===== src/rtl/core/euep_pkg.sv =====
// ----------------------------------------------------------------------------
// euep_pkg: shared types and constants for the utterance endpointer
// Widths of counters, energy sums and timestamps, control encodings, the
// request/response bundle of the RMS unit and register reset values.
// ----------------------------------------------------------------------------
package euep_pkg;

  localparam int CNT_W      = 19;   // sample counts and length registers
  localparam int SUM_W      = 49;   // energy sums, Q30 squares accumulated
  localparam int SQ_W       = 31;   // one squared sample brought to 30 fraction bits
  localparam int TIME_W     = 64;
  localparam int LEVEL_W    = 16;   // RMS in Q0.16
  localparam int THR_W      = 16;
  localparam int DVD_W      = SUM_W + 2;  // 4 * sum
  localparam int REM_W      = 19;
  localparam int CFG_ADDR_W = 3;
  localparam int CFG_DATA_W = 19;
  localparam int M_TDATA_W  = 168;

  localparam int DIV_STEPS  = DVD_W;      // one quotient bit per step
  localparam int ROOT_STEPS = 16;         // one root bit per step over a 32-bit radicand
  localparam int STEP_W     = 6;

  typedef logic [CNT_W-1:0]   cnt_t;
  typedef logic [SUM_W-1:0]   sum_t;
  typedef logic [SQ_W-1:0]    sq_t;
  typedef logic [TIME_W-1:0]  time_t;
  typedef logic [LEVEL_W-1:0] level_t;
  typedef logic [THR_W-1:0]   thr_t;
  typedef logic [DVD_W-1:0]   dvd_t;
  typedef logic [REM_W-1:0]   rem_t;
  typedef logic [STEP_W-1:0]  step_t;
  typedef logic [CNT_W:0]     cnt_wide_t;
  typedef logic [CNT_W:0]     loud_t;     // RMS * 10 and threshold * 11

  localparam cnt_t   CNT_MAX   = '1;
  localparam level_t LEVEL_MAX = '1;

  localparam loud_t LOUD_RMS_MUL = 20'd10;
  localparam loud_t LOUD_THR_MUL = 20'd11;

  // Configuration register indexes
  localparam logic [CFG_ADDR_W-1:0] REG_SPEECH_THR  = 3'd0;
  localparam logic [CFG_ADDR_W-1:0] REG_SILENCE_THR = 3'd1;
  localparam logic [CFG_ADDR_W-1:0] REG_MIN_BUFFER  = 3'd2;
  localparam logic [CFG_ADDR_W-1:0] REG_MIN_SPEECH  = 3'd3;
  localparam logic [CFG_ADDR_W-1:0] REG_PREFERRED   = 3'd4;
  localparam logic [CFG_ADDR_W-1:0] REG_FORCE       = 3'd5;
  localparam logic [CFG_ADDR_W-1:0] REG_END_SILENCE = 3'd6;

  localparam thr_t RST_SPEECH_THR  = 16'd262;
  localparam thr_t RST_SILENCE_THR = 16'd524;
  localparam cnt_t RST_MIN_BUFFER  = 19'd8000;
  localparam cnt_t RST_MIN_SPEECH  = 19'd8000;
  localparam cnt_t RST_PREFERRED   = 19'd32000;
  localparam cnt_t RST_FORCE       = 19'd128000;
  localparam cnt_t RST_END_SILENCE = 19'd6400;

  typedef enum logic [1:0] {
    STAT_WAITING  = 2'd0,
    STAT_HELD     = 2'd1,
    STAT_DISCARD  = 2'd2,
    STAT_FINAL    = 2'd3
  } status_t;

  typedef enum logic [2:0] {
    CTL_IDLE,
    CTL_ACC,
    CTL_CRMS,
    CTL_CWAIT,
    CTL_BRMS,
    CTL_BWAIT,
    CTL_DECIDE,
    CTL_EMIT
  } ctl_state_t;

  typedef enum logic [1:0] {
    RMS_IDLE,
    RMS_DIV,
    RMS_ROOT
  } rms_state_t;

  typedef struct packed {
    logic start;
    sum_t sum;
    cnt_t count;
  } rms_req_t;

  typedef struct packed {
    logic   done;
    level_t level;
  } rms_rsp_t;

endpackage


===== src/rtl/core/euep_rms.sv =====
// ----------------------------------------------------------------------------
// euep_rms: iterative RMS unit
// floor(sqrt(floor(4*sum/count))) saturated to Q0.16, by a restoring divide
// and a digit-by-digit root that share one 20-bit subtractor.
// ----------------------------------------------------------------------------
module euep_rms (
  input  logic               clk,
  input  logic               rst,
  input  euep_pkg::rms_req_t req,
  output euep_pkg::rms_rsp_t rsp
);

  euep_pkg::rms_state_t state;
  euep_pkg::rms_state_t state_next;
  euep_pkg::step_t      step;
  euep_pkg::dvd_t       quo;
  euep_pkg::rem_t       rem;
  euep_pkg::level_t     root;
  euep_pkg::cnt_t       dvs;
  logic                 sat;
  logic                 done;
  euep_pkg::level_t     level;

  logic [19:0] op_a;
  logic [19:0] op_b;
  logic [20:0] diff;
  logic        ge;
  euep_pkg::rem_t   rem_next;
  euep_pkg::dvd_t   quo_div_next;
  euep_pkg::level_t root_next;
  logic        last_step;

  // shared subtractor: divisor trial in the divide, root trial in the root pass
  always_comb begin
    case (state)
      euep_pkg::RMS_DIV: begin
        op_a = {rem, quo[euep_pkg::DVD_W-1]};
        op_b = {1'b0, dvs};
      end
      euep_pkg::RMS_ROOT: begin
        op_a = {rem[17:0], quo[31:30]};
        op_b = {2'b00, root, 2'b01};
      end
      default: begin
        op_a = '0;
        op_b = '0;
      end
    endcase
  end

  assign diff         = {1'b0, op_a} - {1'b0, op_b};
  assign ge           = ~diff[20];
  assign rem_next     = ge ? diff[18:0] : op_a[18:0];
  assign quo_div_next = {quo[euep_pkg::DVD_W-2:0], ge};
  assign root_next    = {root[euep_pkg::LEVEL_W-2:0], ge};

  always_comb begin
    state_next = state;
    last_step  = 1'b0;
    case (state)
      euep_pkg::RMS_IDLE: begin
        if (req.start) state_next = euep_pkg::RMS_DIV;
      end
      euep_pkg::RMS_DIV: begin
        last_step = (step == euep_pkg::step_t'(euep_pkg::DIV_STEPS - 1));
        if (last_step) state_next = euep_pkg::RMS_ROOT;
      end
      euep_pkg::RMS_ROOT: begin
        last_step = (step == euep_pkg::step_t'(euep_pkg::ROOT_STEPS - 1));
        if (last_step) state_next = euep_pkg::RMS_IDLE;
      end
      default: state_next = euep_pkg::RMS_IDLE;
    endcase
  end

  always_ff @(posedge clk) begin
    if (rst) begin
      state <= euep_pkg::RMS_IDLE;
      done  <= 1'b0;
    end else begin
      state <= state_next;
      done  <= (state == euep_pkg::RMS_ROOT) && last_step;
    end
  end

  always_ff @(posedge clk) begin
    case (state)
      euep_pkg::RMS_IDLE: begin
        quo  <= {req.sum, 2'b00};
        dvs  <= req.count;
        rem  <= '0;
        root <= '0;
        step <= '0;
      end
      euep_pkg::RMS_DIV: begin
        quo <= quo_div_next;
        if (last_step) begin
          // quotient of 2^32 or more has a root past full scale
          sat  <= |quo_div_next[euep_pkg::DVD_W-1:32];
          rem  <= '0;
          step <= '0;
        end else begin
          rem  <= rem_next;
          step <= step + 1'b1;
        end
      end
      euep_pkg::RMS_ROOT: begin
        quo  <= quo << 2;
        rem  <= rem_next;
        root <= root_next;
        step <= step + 1'b1;
        if (last_step) begin
          if (dvs == '0) level <= '0;
          else if (sat) level <= euep_pkg::LEVEL_MAX;
          else level <= root_next;
        end
      end
      default: ;
    endcase
  end

  assign rsp.done  = done;
  assign rsp.level = level;

`ifndef NO_ASSERTIONS
  a_start_idle: assert property (@(posedge clk) disable iff (rst)
    req.start |-> state == euep_pkg::RMS_IDLE)
    else $error("rms start while busy");
  a_start_div: assert property (@(posedge clk) disable iff (rst)
    (req.start && state == euep_pkg::RMS_IDLE) |=> state == euep_pkg::RMS_DIV)
    else $error("rms start did not enter divide");
  a_rem_bound: assert property (@(posedge clk) disable iff (rst)
    (state == euep_pkg::RMS_DIV && dvs != '0) |-> {1'b0, rem} < {1'b0, dvs})
    else $error("divide remainder not below divisor");
  a_done_src: assert property (@(posedge clk) disable iff (rst)
    done |-> $past(state == euep_pkg::RMS_ROOT))
    else $error("rms done without root pass");
`endif

endmodule


===== src/rtl/core/energy_utterance_endpointer_core.sv =====
// ----------------------------------------------------------------------------
// energy_utterance_endpointer_core: energy-based utterance endpointer
// Accumulates sample energy per chunk and per buffered utterance; at each
// chunk end classifies the chunk and reports waiting, held, discarded or
// finalized with timestamps, length and buffer RMS.
// ----------------------------------------------------------------------------
//
//  Channel  Direction  Signals                        Meaning
//  s_*      in         s_tvalid s_tready s_tdata s_tlast  one sample; tlast = chunk end
//  m_*      out        m_tvalid m_tready m_tdata m_tuser  one decision per chunk end
//  cfg_*    in         cfg_we cfg_addr cfg_data           register writes, no read-back
//
//  Sequence: a sample that does not end a chunk is accepted, then accumulated.
//   A chunk end runs a chunk RMS pass, then a buffer RMS pass unless held;
//   each RMS pass in euep_rms is start, 51 divide steps, 16 root steps, result.
//  Stalls: s_tready is high only while the sequencer is idle; a finished result
//   waits in the load state until the output register frees.
//  Reset: synchronous, active high; restores register defaults, clears state.
// ----------------------------------------------------------------------------
module energy_utterance_endpointer_core #(
  parameter int MAX_BUFFER_SAMPLES = 320000,
  parameter int SAMPLE_BITS        = 16
) (
  input  logic clk,
  input  logic rst,

  // s_tdata, lowest bit first: sample [SAMPLE_BITS], chunk_time [64], zero pad
  input  logic                                      s_tvalid,
  output logic                                      s_tready,
  input  logic [((SAMPLE_BITS + 64 + 7) / 8) * 8 - 1:0] s_tdata,
  input  logic                                      s_tlast,

  // m_tdata, lowest bit first: level [16], start_time [64], end_time [64],
  //   utterance_length [19], zero pad [5]
  // m_tuser: status [2]
  output logic                                      m_tvalid,
  input  logic                                      m_tready,
  output logic [euep_pkg::M_TDATA_W-1:0]            m_tdata,
  output logic [1:0]                                m_tuser,

  input  logic                                      cfg_we,
  input  logic [euep_pkg::CFG_ADDR_W-1:0]           cfg_addr,
  input  logic [euep_pkg::CFG_DATA_W-1:0]           cfg_data
);

  localparam int MUL_W    = 2 * SAMPLE_BITS;
  // bring the square to 30 fraction bits whatever the sample width
  localparam int SQ_SHIFT = (SAMPLE_BITS >= 16) ? 2 * (SAMPLE_BITS - 16)
                                                : 2 * (16 - SAMPLE_BITS);
  localparam euep_pkg::cnt_t BUF_CAP = euep_pkg::cnt_t'(MAX_BUFFER_SAMPLES);

  // configuration
  euep_pkg::thr_t speech_thr;
  euep_pkg::thr_t silence_thr;
  euep_pkg::cnt_t min_buffer;
  euep_pkg::cnt_t min_speech;
  euep_pkg::cnt_t preferred;
  euep_pkg::cnt_t force_len;
  euep_pkg::cnt_t end_silence;

  // running state
  euep_pkg::cnt_t  buffer_count;
  euep_pkg::sum_t  buffer_sum;
  euep_pkg::cnt_t  chunk_count;
  euep_pkg::sum_t  chunk_sum;
  euep_pkg::cnt_t  speech_count;
  euep_pkg::cnt_t  silence_run;
  logic            utterance_active;
  euep_pkg::time_t first_time;
  euep_pkg::time_t last_time;

  euep_pkg::ctl_state_t state;
  euep_pkg::ctl_state_t state_next;

  // held sample
  euep_pkg::sq_t   sq;
  logic            end_flag;
  euep_pkg::time_t time_in;

  // decision
  euep_pkg::level_t  brms;
  euep_pkg::status_t res_status;
  euep_pkg::level_t  res_level;

  // output register
  euep_pkg::status_t out_status;
  euep_pkg::level_t  out_level;
  euep_pkg::time_t   out_start;
  euep_pkg::time_t   out_end;
  euep_pkg::cnt_t    out_len;

  euep_pkg::rms_req_t rms_req;
  euep_pkg::rms_rsp_t rms_rsp;

  logic [SAMPLE_BITS-1:0] in_sample;
  logic [SAMPLE_BITS-1:0] mag;
  logic [MUL_W-1:0]       sq_full;
  euep_pkg::sq_t          sq_norm;

  logic s_xfer;
  logic out_free;
  logic crms_speech;
  logic held;
  logic enough;
  logic sil_end;
  logic pref_hit;
  logic force_hit;
  logic clear_utt;
  euep_pkg::loud_t   brms_x10;
  euep_pkg::loud_t   thr_x11;
  euep_pkg::status_t dec_status;

  function automatic euep_pkg::cnt_t sat_add(euep_pkg::cnt_t a, euep_pkg::cnt_t b);
    euep_pkg::cnt_wide_t s;
    s = {1'b0, a} + {1'b0, b};
    return s[euep_pkg::CNT_W] ? euep_pkg::CNT_MAX : s[euep_pkg::CNT_W-1:0];
  endfunction

  // --------------------------------------------------------------------------
  // Square of the incoming sample, registered at accept
  // --------------------------------------------------------------------------
  assign in_sample = s_tdata[SAMPLE_BITS-1:0];
  // most negative code maps to 2^(SAMPLE_BITS-1), which still fits unsigned
  assign mag       = in_sample[SAMPLE_BITS-1]
                     ? (~in_sample + {{(SAMPLE_BITS-1){1'b0}}, 1'b1}) : in_sample;
  assign sq_full   = mag * mag;

  if (SAMPLE_BITS >= 16) begin : g_sq_down
    assign sq_norm = euep_pkg::sq_t'(sq_full >> SQ_SHIFT);
  end else begin : g_sq_up
    assign sq_norm = euep_pkg::sq_t'(sq_full) << SQ_SHIFT;
  end

  assign s_xfer   = s_tvalid && s_tready;
  assign out_free = !m_tvalid || m_tready;

  // --------------------------------------------------------------------------
  // Decision terms
  // --------------------------------------------------------------------------
  // chunk RMS straight off the unit when the chunk pass finishes
  assign crms_speech = (rms_rsp.level >= speech_thr);
  assign held        = (rms_rsp.level < silence_thr) && (buffer_count < min_buffer);

  // loud buffer: RMS * 10 >= silence threshold * 11
  assign brms_x10  = euep_pkg::loud_t'(brms) * euep_pkg::LOUD_RMS_MUL;
  assign thr_x11   = euep_pkg::loud_t'(silence_thr) * euep_pkg::LOUD_THR_MUL;
  assign enough    = (speech_count >= min_speech) ||
                     ((buffer_count >= preferred) && (brms_x10 >= thr_x11));
  assign sil_end   = enough && (silence_run >= end_silence);
  assign pref_hit  = enough && (buffer_count >= preferred);
  assign force_hit = (buffer_count >= force_len);

  always_comb begin
    if (!sil_end && !pref_hit && !force_hit) dec_status = euep_pkg::STAT_WAITING;
    else if (!enough) dec_status = euep_pkg::STAT_DISCARD;
    else dec_status = euep_pkg::STAT_FINAL;
  end

  // discard and finalize drop the whole utterance once the result is loaded
  assign clear_utt = (state == euep_pkg::CTL_EMIT) && out_free &&
                     ((res_status == euep_pkg::STAT_DISCARD) ||
                      (res_status == euep_pkg::STAT_FINAL));

  // --------------------------------------------------------------------------
  // Sequencer
  // --------------------------------------------------------------------------
  always_ff @(posedge clk) begin
    if (rst) state <= euep_pkg::CTL_IDLE;
    else state <= state_next;
  end

  always_comb begin
    state_next    = state;
    s_tready      = 1'b0;
    rms_req.start = 1'b0;
    rms_req.sum   = chunk_sum;
    rms_req.count = chunk_count;
    case (state)
      euep_pkg::CTL_IDLE: begin
        s_tready = 1'b1;
        if (s_tvalid) state_next = euep_pkg::CTL_ACC;
      end
      euep_pkg::CTL_ACC: begin
        state_next = end_flag ? euep_pkg::CTL_CRMS : euep_pkg::CTL_IDLE;
      end
      euep_pkg::CTL_CRMS: begin
        rms_req.start = 1'b1;
        state_next    = euep_pkg::CTL_CWAIT;
      end
      euep_pkg::CTL_CWAIT: begin
        if (rms_rsp.done) state_next = held ? euep_pkg::CTL_EMIT : euep_pkg::CTL_BRMS;
      end
      euep_pkg::CTL_BRMS: begin
        rms_req.start = 1'b1;
        rms_req.sum   = buffer_sum;
        rms_req.count = buffer_count;
        state_next    = euep_pkg::CTL_BWAIT;
      end
      euep_pkg::CTL_BWAIT: begin
        if (rms_rsp.done) state_next = euep_pkg::CTL_DECIDE;
      end
      euep_pkg::CTL_DECIDE: begin
        state_next = euep_pkg::CTL_EMIT;
      end
      euep_pkg::CTL_EMIT: begin
        if (out_free) state_next = euep_pkg::CTL_IDLE;
      end
      default: state_next = euep_pkg::CTL_IDLE;
    endcase
  end

  euep_rms u_rms (
    .clk (clk),
    .rst (rst),
    .req (rms_req),
    .rsp (rms_rsp)
  );

  // --------------------------------------------------------------------------
  // Configuration and running state
  // --------------------------------------------------------------------------
  always_ff @(posedge clk) begin
    if (rst) begin
      speech_thr       <= euep_pkg::RST_SPEECH_THR;
      silence_thr      <= euep_pkg::RST_SILENCE_THR;
      min_buffer       <= euep_pkg::RST_MIN_BUFFER;
      min_speech       <= euep_pkg::RST_MIN_SPEECH;
      preferred        <= euep_pkg::RST_PREFERRED;
      force_len        <= euep_pkg::RST_FORCE;
      end_silence      <= euep_pkg::RST_END_SILENCE;
      buffer_count     <= '0;
      buffer_sum       <= '0;
      chunk_count      <= '0;
      chunk_sum        <= '0;
      speech_count     <= '0;
      silence_run      <= '0;
      utterance_active <= 1'b0;
      first_time       <= '0;
      last_time        <= '0;
      m_tvalid         <= 1'b0;
    end else begin
      // thresholds take the low 16 bits; indexes past the list are dropped
      if (cfg_we) begin
        case (cfg_addr)
          euep_pkg::REG_SPEECH_THR:  speech_thr  <= cfg_data[euep_pkg::THR_W-1:0];
          euep_pkg::REG_SILENCE_THR: silence_thr <= cfg_data[euep_pkg::THR_W-1:0];
          euep_pkg::REG_MIN_BUFFER:  min_buffer  <= cfg_data;
          euep_pkg::REG_MIN_SPEECH:  min_speech  <= cfg_data;
          euep_pkg::REG_PREFERRED:   preferred   <= cfg_data;
          euep_pkg::REG_FORCE:       force_len   <= cfg_data;
          euep_pkg::REG_END_SILENCE: end_silence <= cfg_data;
          default: ;
        endcase
      end

      if (state == euep_pkg::CTL_ACC) begin
        // chunk counter saturates; buffer stops at its cap, no trim
        if (chunk_count != euep_pkg::CNT_MAX) begin
          chunk_count <= chunk_count + 1'b1;
          chunk_sum   <= chunk_sum + euep_pkg::sum_t'(sq);
        end
        if (buffer_count < BUF_CAP) begin
          buffer_count <= buffer_count + 1'b1;
          buffer_sum   <= buffer_sum + euep_pkg::sum_t'(sq);
        end
        if (end_flag) begin
          if (!utterance_active) begin
            first_time       <= time_in;
            utterance_active <= 1'b1;
          end
          last_time <= time_in;
        end
      end

      // chunk pass done: grow speech or silence run, then drop the chunk
      if (state == euep_pkg::CTL_CWAIT && rms_rsp.done) begin
        if (crms_speech) begin
          speech_count <= sat_add(speech_count, chunk_count);
          silence_run  <= '0;
        end else begin
          silence_run  <= sat_add(silence_run, chunk_count);
        end
        chunk_count <= '0;
        chunk_sum   <= '0;
      end

      if (clear_utt) begin
        buffer_count     <= '0;
        buffer_sum       <= '0;
        speech_count     <= '0;
        silence_run      <= '0;
        utterance_active <= 1'b0;
        first_time       <= '0;
        last_time        <= '0;
      end

      if (state == euep_pkg::CTL_EMIT && out_free) m_tvalid <= 1'b1;
      else if (m_tready) m_tvalid <= 1'b0;
    end
  end

  // --------------------------------------------------------------------------
  // Payload registers
  // --------------------------------------------------------------------------
  always_ff @(posedge clk) begin
    if (s_xfer) begin
      sq       <= sq_norm;
      end_flag <= s_tlast;
      time_in  <= s_tdata[SAMPLE_BITS +: euep_pkg::TIME_W];
    end

    if (state == euep_pkg::CTL_CWAIT && rms_rsp.done) begin
      res_status <= euep_pkg::STAT_HELD;
      res_level  <= '0;
    end
    if (state == euep_pkg::CTL_BWAIT && rms_rsp.done) brms <= rms_rsp.level;
    if (state == euep_pkg::CTL_DECIDE) begin
      res_status <= dec_status;
      res_level  <= (dec_status == euep_pkg::STAT_DISCARD) ? '0 : brms;
    end

    // load from live state before any clear takes effect
    if (state == euep_pkg::CTL_EMIT && out_free) begin
      out_status <= res_status;
      out_level  <= res_level;
      out_start  <= first_time;
      out_end    <= last_time;
      out_len    <= buffer_count;
    end
  end

  assign m_tdata = {5'b0, out_len, out_end, out_start, out_level};
  assign m_tuser = out_status;

`ifndef NO_ASSERTIONS
  a_active_len: assert property (@(posedge clk) disable iff (rst)
    utterance_active |-> buffer_count != '0)
    else $error("active utterance with empty buffer");
  a_buf_cap: assert property (@(posedge clk) disable iff (rst)
    BUF_CAP >= buffer_count)
    else $error("buffer count past cap");
  a_rms_done: assert property (@(posedge clk) disable iff (rst)
    rms_rsp.done |-> (state == euep_pkg::CTL_CWAIT || state == euep_pkg::CTL_BWAIT))
    else $error("rms result outside a wait state");
  a_clear: assert property (@(posedge clk) disable iff (rst)
    clear_utt |=> (buffer_count == '0 && speech_count == '0 && !utterance_active))
    else $error("utterance not cleared after discard or finalize");
  a_load: assert property (@(posedge clk) disable iff (rst)
    $rose(m_tvalid) |-> $past(state == euep_pkg::CTL_EMIT))
    else $error("result shown without load");
`endif

endmodule


===== config.mk =====
export PLATFORM = sky130hd
export DESIGN_NAME = energy_utterance_endpointer_core
export DESIGN_NICKNAME = d
export VERILOG_FILES = /design/src/rtl/core/euep_pkg.sv /design/src/rtl/core/euep_rms.sv /design/src/rtl/core/energy_utterance_endpointer_core.sv
export SDC_FILE = /design/constraint.sdc
export NUM_CORES = 2
export LEC_CHECK = 0
export BUFFER_PORTS_ARGS = -buffer_cell sky130_fd_sc_hd__buf_2
export CAP_MARGIN = 5
export CORE_MARGIN = 2
export CORE_UTILIZATION = 29
export CTS_CLUSTER_DIAMETER = 80
export DETAILED_ROUTE_END_ITERATION = 10
export PLACE_DENSITY = 0.51
export SLEW_MARGIN = 40
export SYNTH_ARGS = -nofsm -noshare
export SYNTH_HDL_FRONTEND = slang
export SYNTH_SLANG_ARGS = --single-unit

===== constraint.sdc =====
create_clock -name clk -period 13.4 [get_ports clk]
set_input_delay 1.34 -clock clk [delete_from_list [all_inputs] [get_ports clk]]
set_output_delay 1.34 -clock clk [all_outputs]
set_load 0.01 [all_outputs]

# After elaboration in Yosys (flattened, before gate mapping)
# Index checks and enable logic that the tools add are counted.
# W data, S select, Z words.
[classes]
shift = 0
n_eq_ne = 28
order_cmp = 9
n_reduce_logical = 47
mul = 3
mux = 38
addsub = 9
n_div = 0
bitwise_logic = 3
[op_table]
columns = ["cell", "count"]
rows = [
  ["$pmux W51 S3", 1],
  ["$add A49 B31 Y49", 2],
  ["$mux W19", 5],
  ["$mux W16", 5],
  ["$ge A19 B19 Y1", 4],
  ["$mux W68", 1],
  ["$pmux W19 S3", 1],
  ["$add A19 B19 Y20", 2],
  ["$pmux W20 S2", 1],
  ["$add A19 B1 Y19 const B", 2],
  ["$pmux W19 S2", 1],
  ["$pmux W16 S2", 1],
  ["$mul A16 B16 Y31", 1],
  ["$reduce_and A2 Y1", 13],
  ["$pmux W3 S8", 1],
  ["$eq A3 B3 Y1 const B", 7],
  ["$sub A20 B19 Y21", 1],
  ["$ge A20 B20 Y1", 1],
  ["$mul A16 B4 Y20 const B", 1],
  ["$logic_not A19 Y1", 1],
  ["$lt A19 B19 Y1", 1],
  ["$lt A19 B19 Y1 const B", 1],
  ["$mul A16 B3 Y19 const B", 1],
  ["$ne A19 B19 Y1 const B", 1],
  ["32 further kinds", 81],
]
[totals]
elab_cells = 175
mem_count = 0
regBits = 860
ram_bits = 0
latchBits = 0
mem_bits_ro = 0

# Depth between registers and ports, before layout
[logic_depth]
ltp_word = 12
mapped_depth = 33
ltp_nobuf = 32

# Modules after synthesis
# From an unflattened synthesis, not the netlist that was laid out.
[hier_totals]
hier_cells = 5173
area_unflattened_um2 = 49994.2
[modules_own_cells]
columns = ["module", "cells_each", "n_inst", "area_per_inst_um2"]
rows = [
  ["energy_utterance_endpointer_core", 4536, 1, 43012.5],
  ["euep_rms", 637, 1, 6981.7],
]

# Worst setup path before layout
# OpenSTA, ideal clock, no wires.
[synth_timing]
path_type = "input port to flip-flop"
startpoint = "input port m_tready"
endpoint = "register silence_run[16]"
cell_stages = 8
setup_time_ns = 0.120
arrival_time_ns = 10.300
slack_ns = 2.980
path_cell_list = "nor2b_1 > nor2_1 > a21oi_1 > o2111a_1 > buf_2 > nand2_1 > mux2i_1 > a211o_1"
[synth_via]
elab_chain_len = 4
[synth_rtl]
columns = ["element", "line", "source"]
rows = [
  ["start: declaration", "energy_utterance_endpointer_core.sv:37", "input logic m_tready,"],
  ["$logic_or A1 B1 Y1", "energy_utterance_endpointer_core.sv:135", "assign out_free = !m_tvalid || m_tready;"],
  ["$logic_and A1 B1 Y1 (2 in a row)", "energy_utterance_endpointer_core.sv:160", "assign clear_utt = (state == euep_pkg::CTL_EMIT) && out_free &&"],
  ["$reduce_or A2 Y1 (no line)", "-", ""],
  ["end signal: assignment", "energy_utterance_endpointer_core.sv:281", "silence_run <= sat_add(silence_run, chunk_count);"],
  ["end: declaration", "energy_utterance_endpointer_core.sv:67", "euep_pkg::cnt_t silence_run;"],
]
# No other way between the ends.
# A chain may end at the register's enable or synchronous reset.

# Worst setup path in the final report
[layout_timing]
startpoint = "input port s_tdata[0]"
endpoint = "register sq[27] (data pin)"
[layout_via]
elab_chain_len = 4
[layout_rtl]
columns = ["element", "line", "source"]
rows = [
  ["start: declaration", "energy_utterance_endpointer_core.sv:30", "input logic [((SAMPLE_BITS + 64 + 7) / 8) * 8 - 1:0] s_tdata,"],
  ["$not A16 Y16", "energy_utterance_endpointer_core.sv:125", "? (~in_sample + {{(SAMPLE_BITS-1){1'b0}}, 1'b1}) : in_sample;"],
  ["$add A16 B1 Y16", "energy_utterance_endpointer_core.sv:125", ""],
  ["$mux W16 (*)", "energy_utterance_endpointer_core.sv:125", ""],
  ["$mul A16 B16 Y31 (*)", "energy_utterance_endpointer_core.sv:126", "assign sq_full = mag * mag;"],
  ["via sq_full[27]", "energy_utterance_endpointer_core.sv:97", "logic [MUL_W-1:0] sq_full;"],
  ["end signal: assignment", "energy_utterance_endpointer_core.sv:307", "sq <= sq_norm;"],
  ["end: declaration", "energy_utterance_endpointer_core.sv:76", "euep_pkg::sq_t sq;"],
]
# The timed path passes the listed nets; every way through them passes the cells marked *.

==> summary.txt <==
Status
  • Status: complete, no violations

Clock tree
  • Hold_buf cts: 0
  • Cts bufs inserted: 101
  • Clock Latency Late Sink: 0.73 ns
  • Root buf cell: clkbuf_16
  • CTS sink cnt: 859
  • CTS resizes: 0
  • Clock buffer depth: 3
  • # Post-CTS Setup Buffers: 0
  • CTS tree: built
  • H-tree depth: 3
  • Clock transition at path regs: 0.06 ns

Synthesis
  • Synth unique cells: 94
  • Syn. warnings: 0
  • Post-synthesis compound-gate area fraction: 14.4%
  • Largest family of logic cells by synthesized area: adder cells
  • Synth Area in Simple Gates: 13.9%
  • Syn avg cell area: 9.65 um2
  • Post-synthesis mux area share: 1.96%
  • Post-synthesis register bit count: 859
  • Fraction of registers with async set/reset: 0%
  • Cells after synthesis: 5163
  • Sequential area share after synthesis: 43.0%
  • Post-synthesis adder-cell area fraction: 18.0%
  • Post-Synth XOR/XNOR Area: 3.55%
  • Post-synth EDFFs: 422
  • Most used flip-flop cell after synthesis: dfxtp_1
  • Synthesized area: 49800 um2

Timing
  • RSZ-0062 raised after global routing: no
  • Fin. Hold Viols: 0
  • Crit path time final: 9.27 ns
  • Tcrit/Tclk final: 69.1%
  • Highest clock rate: 108 MHz
  • Final setup viols: 0
  • Setup TNS: 0 ns
  • Max-slew violation count: 0
  • Slew HR: 42.8%
  • Worst clock skew: 0.0451 ns
  • Hold_ws: 0.393 ns
  • Worst Max-Slew Pin Slew: 0.858 ns

Global routing
  • Antenna violations before repair: 5
  • All-layer global routing usage: 15.3%
  • Vias in the first global route: 36785
  • Largest net degree at the start of global routing: 87
  • Aggregate global routing overflow: 0
  • Wire length of the first global-routing pass: 213000 um

Routing
  • DR pass1 iterations: 5
  • Routed Antenna Nets: 0
  • Iter 0 DRT Violations: 2309
  • WL final: 136000 um
  • Vias post-DR: 37392
  • Drt via density: 4.84
  • Remaining DRCs: 0
  • WL/cell: 17.6 um

Floorplanning
  • Die Y-Extent: 419 um
  • Initial Utilization: 29.1%
  • Number of placement rows: 152
  • Die width: 419 um
  • Core area: 171000 um2
  • Area of the die: 175000 um2
  • Num ports: 280

Placement
  • Routability cong.: 0.850
  • Port Buffers: 274
  • DP HPWL: 98500 um

Final layout
  • Highest-count cells in the layout ignoring fill and taps: 833 x nand2_1, 494 x a21oi_1, 469 x inv_1
  • Layout Utilization: 33.5%
  • Layout cells sized above 1: 10.6%
  • Nets: 6125
  • Reg area: 21400 um2
  • Area of the multi-input gates: 26100 um2
  • Most common cell after layout, fill and taps aside: nand2_1
  • Filler instances: 17594
  • Synth-to-Final Area Change: 15.0%

Critical path
  • Nature of the critical path endpoint: flop
  • Reg2reg start: silence_thr[1]
  • Crit path max-delay cell type: a2111oi_1
  • Worst setup path startpoint: s_tdata[0]
  • Crit path max fanout: 16
  • Crit path max-delay family: adder cells
  • CP most frequent cell: inv_1
  • Largest stage delay on the critical path: 0.65 ns
  • Worst EP required: 13.87 ns
  • Flop2flop setup slack: 7.32 ns
  • Critical Path Source Type: primary input
  • Buf/Inv on CP: 9
  • Crit Path Category: in -> reg
  • WP data arrival: 9.73 ns

Job
  • MaxCap Viol Count: 0

Min path
  • Type of the worst min-delay path: reg -> reg
  • Hold Crit Start: first_time[58]

Pwr
  • PwrDens: 196 nW/um2
  • LEAKAGE: 0.0235 uW
  • Peak supply drop: 283 uV
==> state kept, by name (all words and copies together), names as in the netlist, 30 cells and up <==
name	count
first_time	64
last_time	64
out_end	64
out_start	64
time_in	64
u_rms.quo	51
buffer_sum	49
chunk_sum	49
sq	30
==> cells in the mapped netlist, types with 19 or more instances <==
master,instances,area (um2)
nand2_1,834,3130
a21oi_1,497,2490
inv_1,470,1760
dfxtp_1,437,8750
ha_1,428,5360
edfxtp_1,422,12700
nor2_1,296,1110
o21ai_0,192,961
fa_1,181,3620
clkbuf_1,172,646
xnor2_1,108,946
a21o_1,96,721
xor2_1,92,806
nand3_1,91,455
mux2i_1,75,751
a22oi_1,67,503
nor3_1,55,275
and3_1,41,257
nor2b_1,39,244
or3_1,36,225
o21a_1,34,255
nand4_1,33,206
a211o_1,31,272
a211oi_1,30,225
nand2b_1,30,188
and2_1,29,181
a31oi_1,27,169
nand3b_1,23,173
nor4_1,21,131
mux2_2,20,225
o21ai_1,20,100
o21bai_1,20,150
a22o_1,19,166
==> final timing paths <==
kind	cells past startpoint	endpoint
worst max-delay path	33	sq[27]
worst min-delay path	0	out_start[58]
worst max register to register	22	res_level[4]
worst min register to register	0	out_start[58]
==> metrics by stage <==
step	cells	area, um2	total power (uW)	worst slack (ns)
floorplan	5177	49900	7350	2.98
detailed placement	7535	53800	8470	3.27
finish	7731	57300	11200	4.13
CTS	7726	57200	11300	4.09
global placement	7533	53700	8400	3.36
global route	7730	57300	12200	3.51
==> layout make-up <==
type | instances | share of cell area [%]
Antenna cell | 2 | 0.00873
Clock buffer | 137 | 4.85
Clock inverter | 54 | 1.10
Inverter | 475 | 3.11
Multi-Input combinational cell | 3646 | 45.5
Sequential cell | 859 | 37.4
Tap cell | 2233 | 4.87
Timing Repair Buffer | 325 | 3.21
==> cells by family after synthesis <==
family                   after synthesis
AND/OR/NAND/NOR                     1569
other                                  2
multiplexers                          95
XOR/XNOR                             201
flip-flops                           859
adder cells (fa/ha/maj)              609
buffers and inverters                672
AO/OA/AOI/OAI                       1156
==> per-layer routing <==
metal  vias up  global-route usage (%)  share of wire (%)
li1      18381                       -                  -
met1     18105                    20.7                 46
met2       729                    25.8                 47
met3       177                    1.50                3.8
met4         0                    4.61                2.4
met5         -                       0                  0
==> where the power goes <==
part / internal [uW] / switching (uW)
registers: 3150 / 132
logic: 2190 / 2960
clock network: 1610 / 1190
Power figures use the tool's default switching activity.
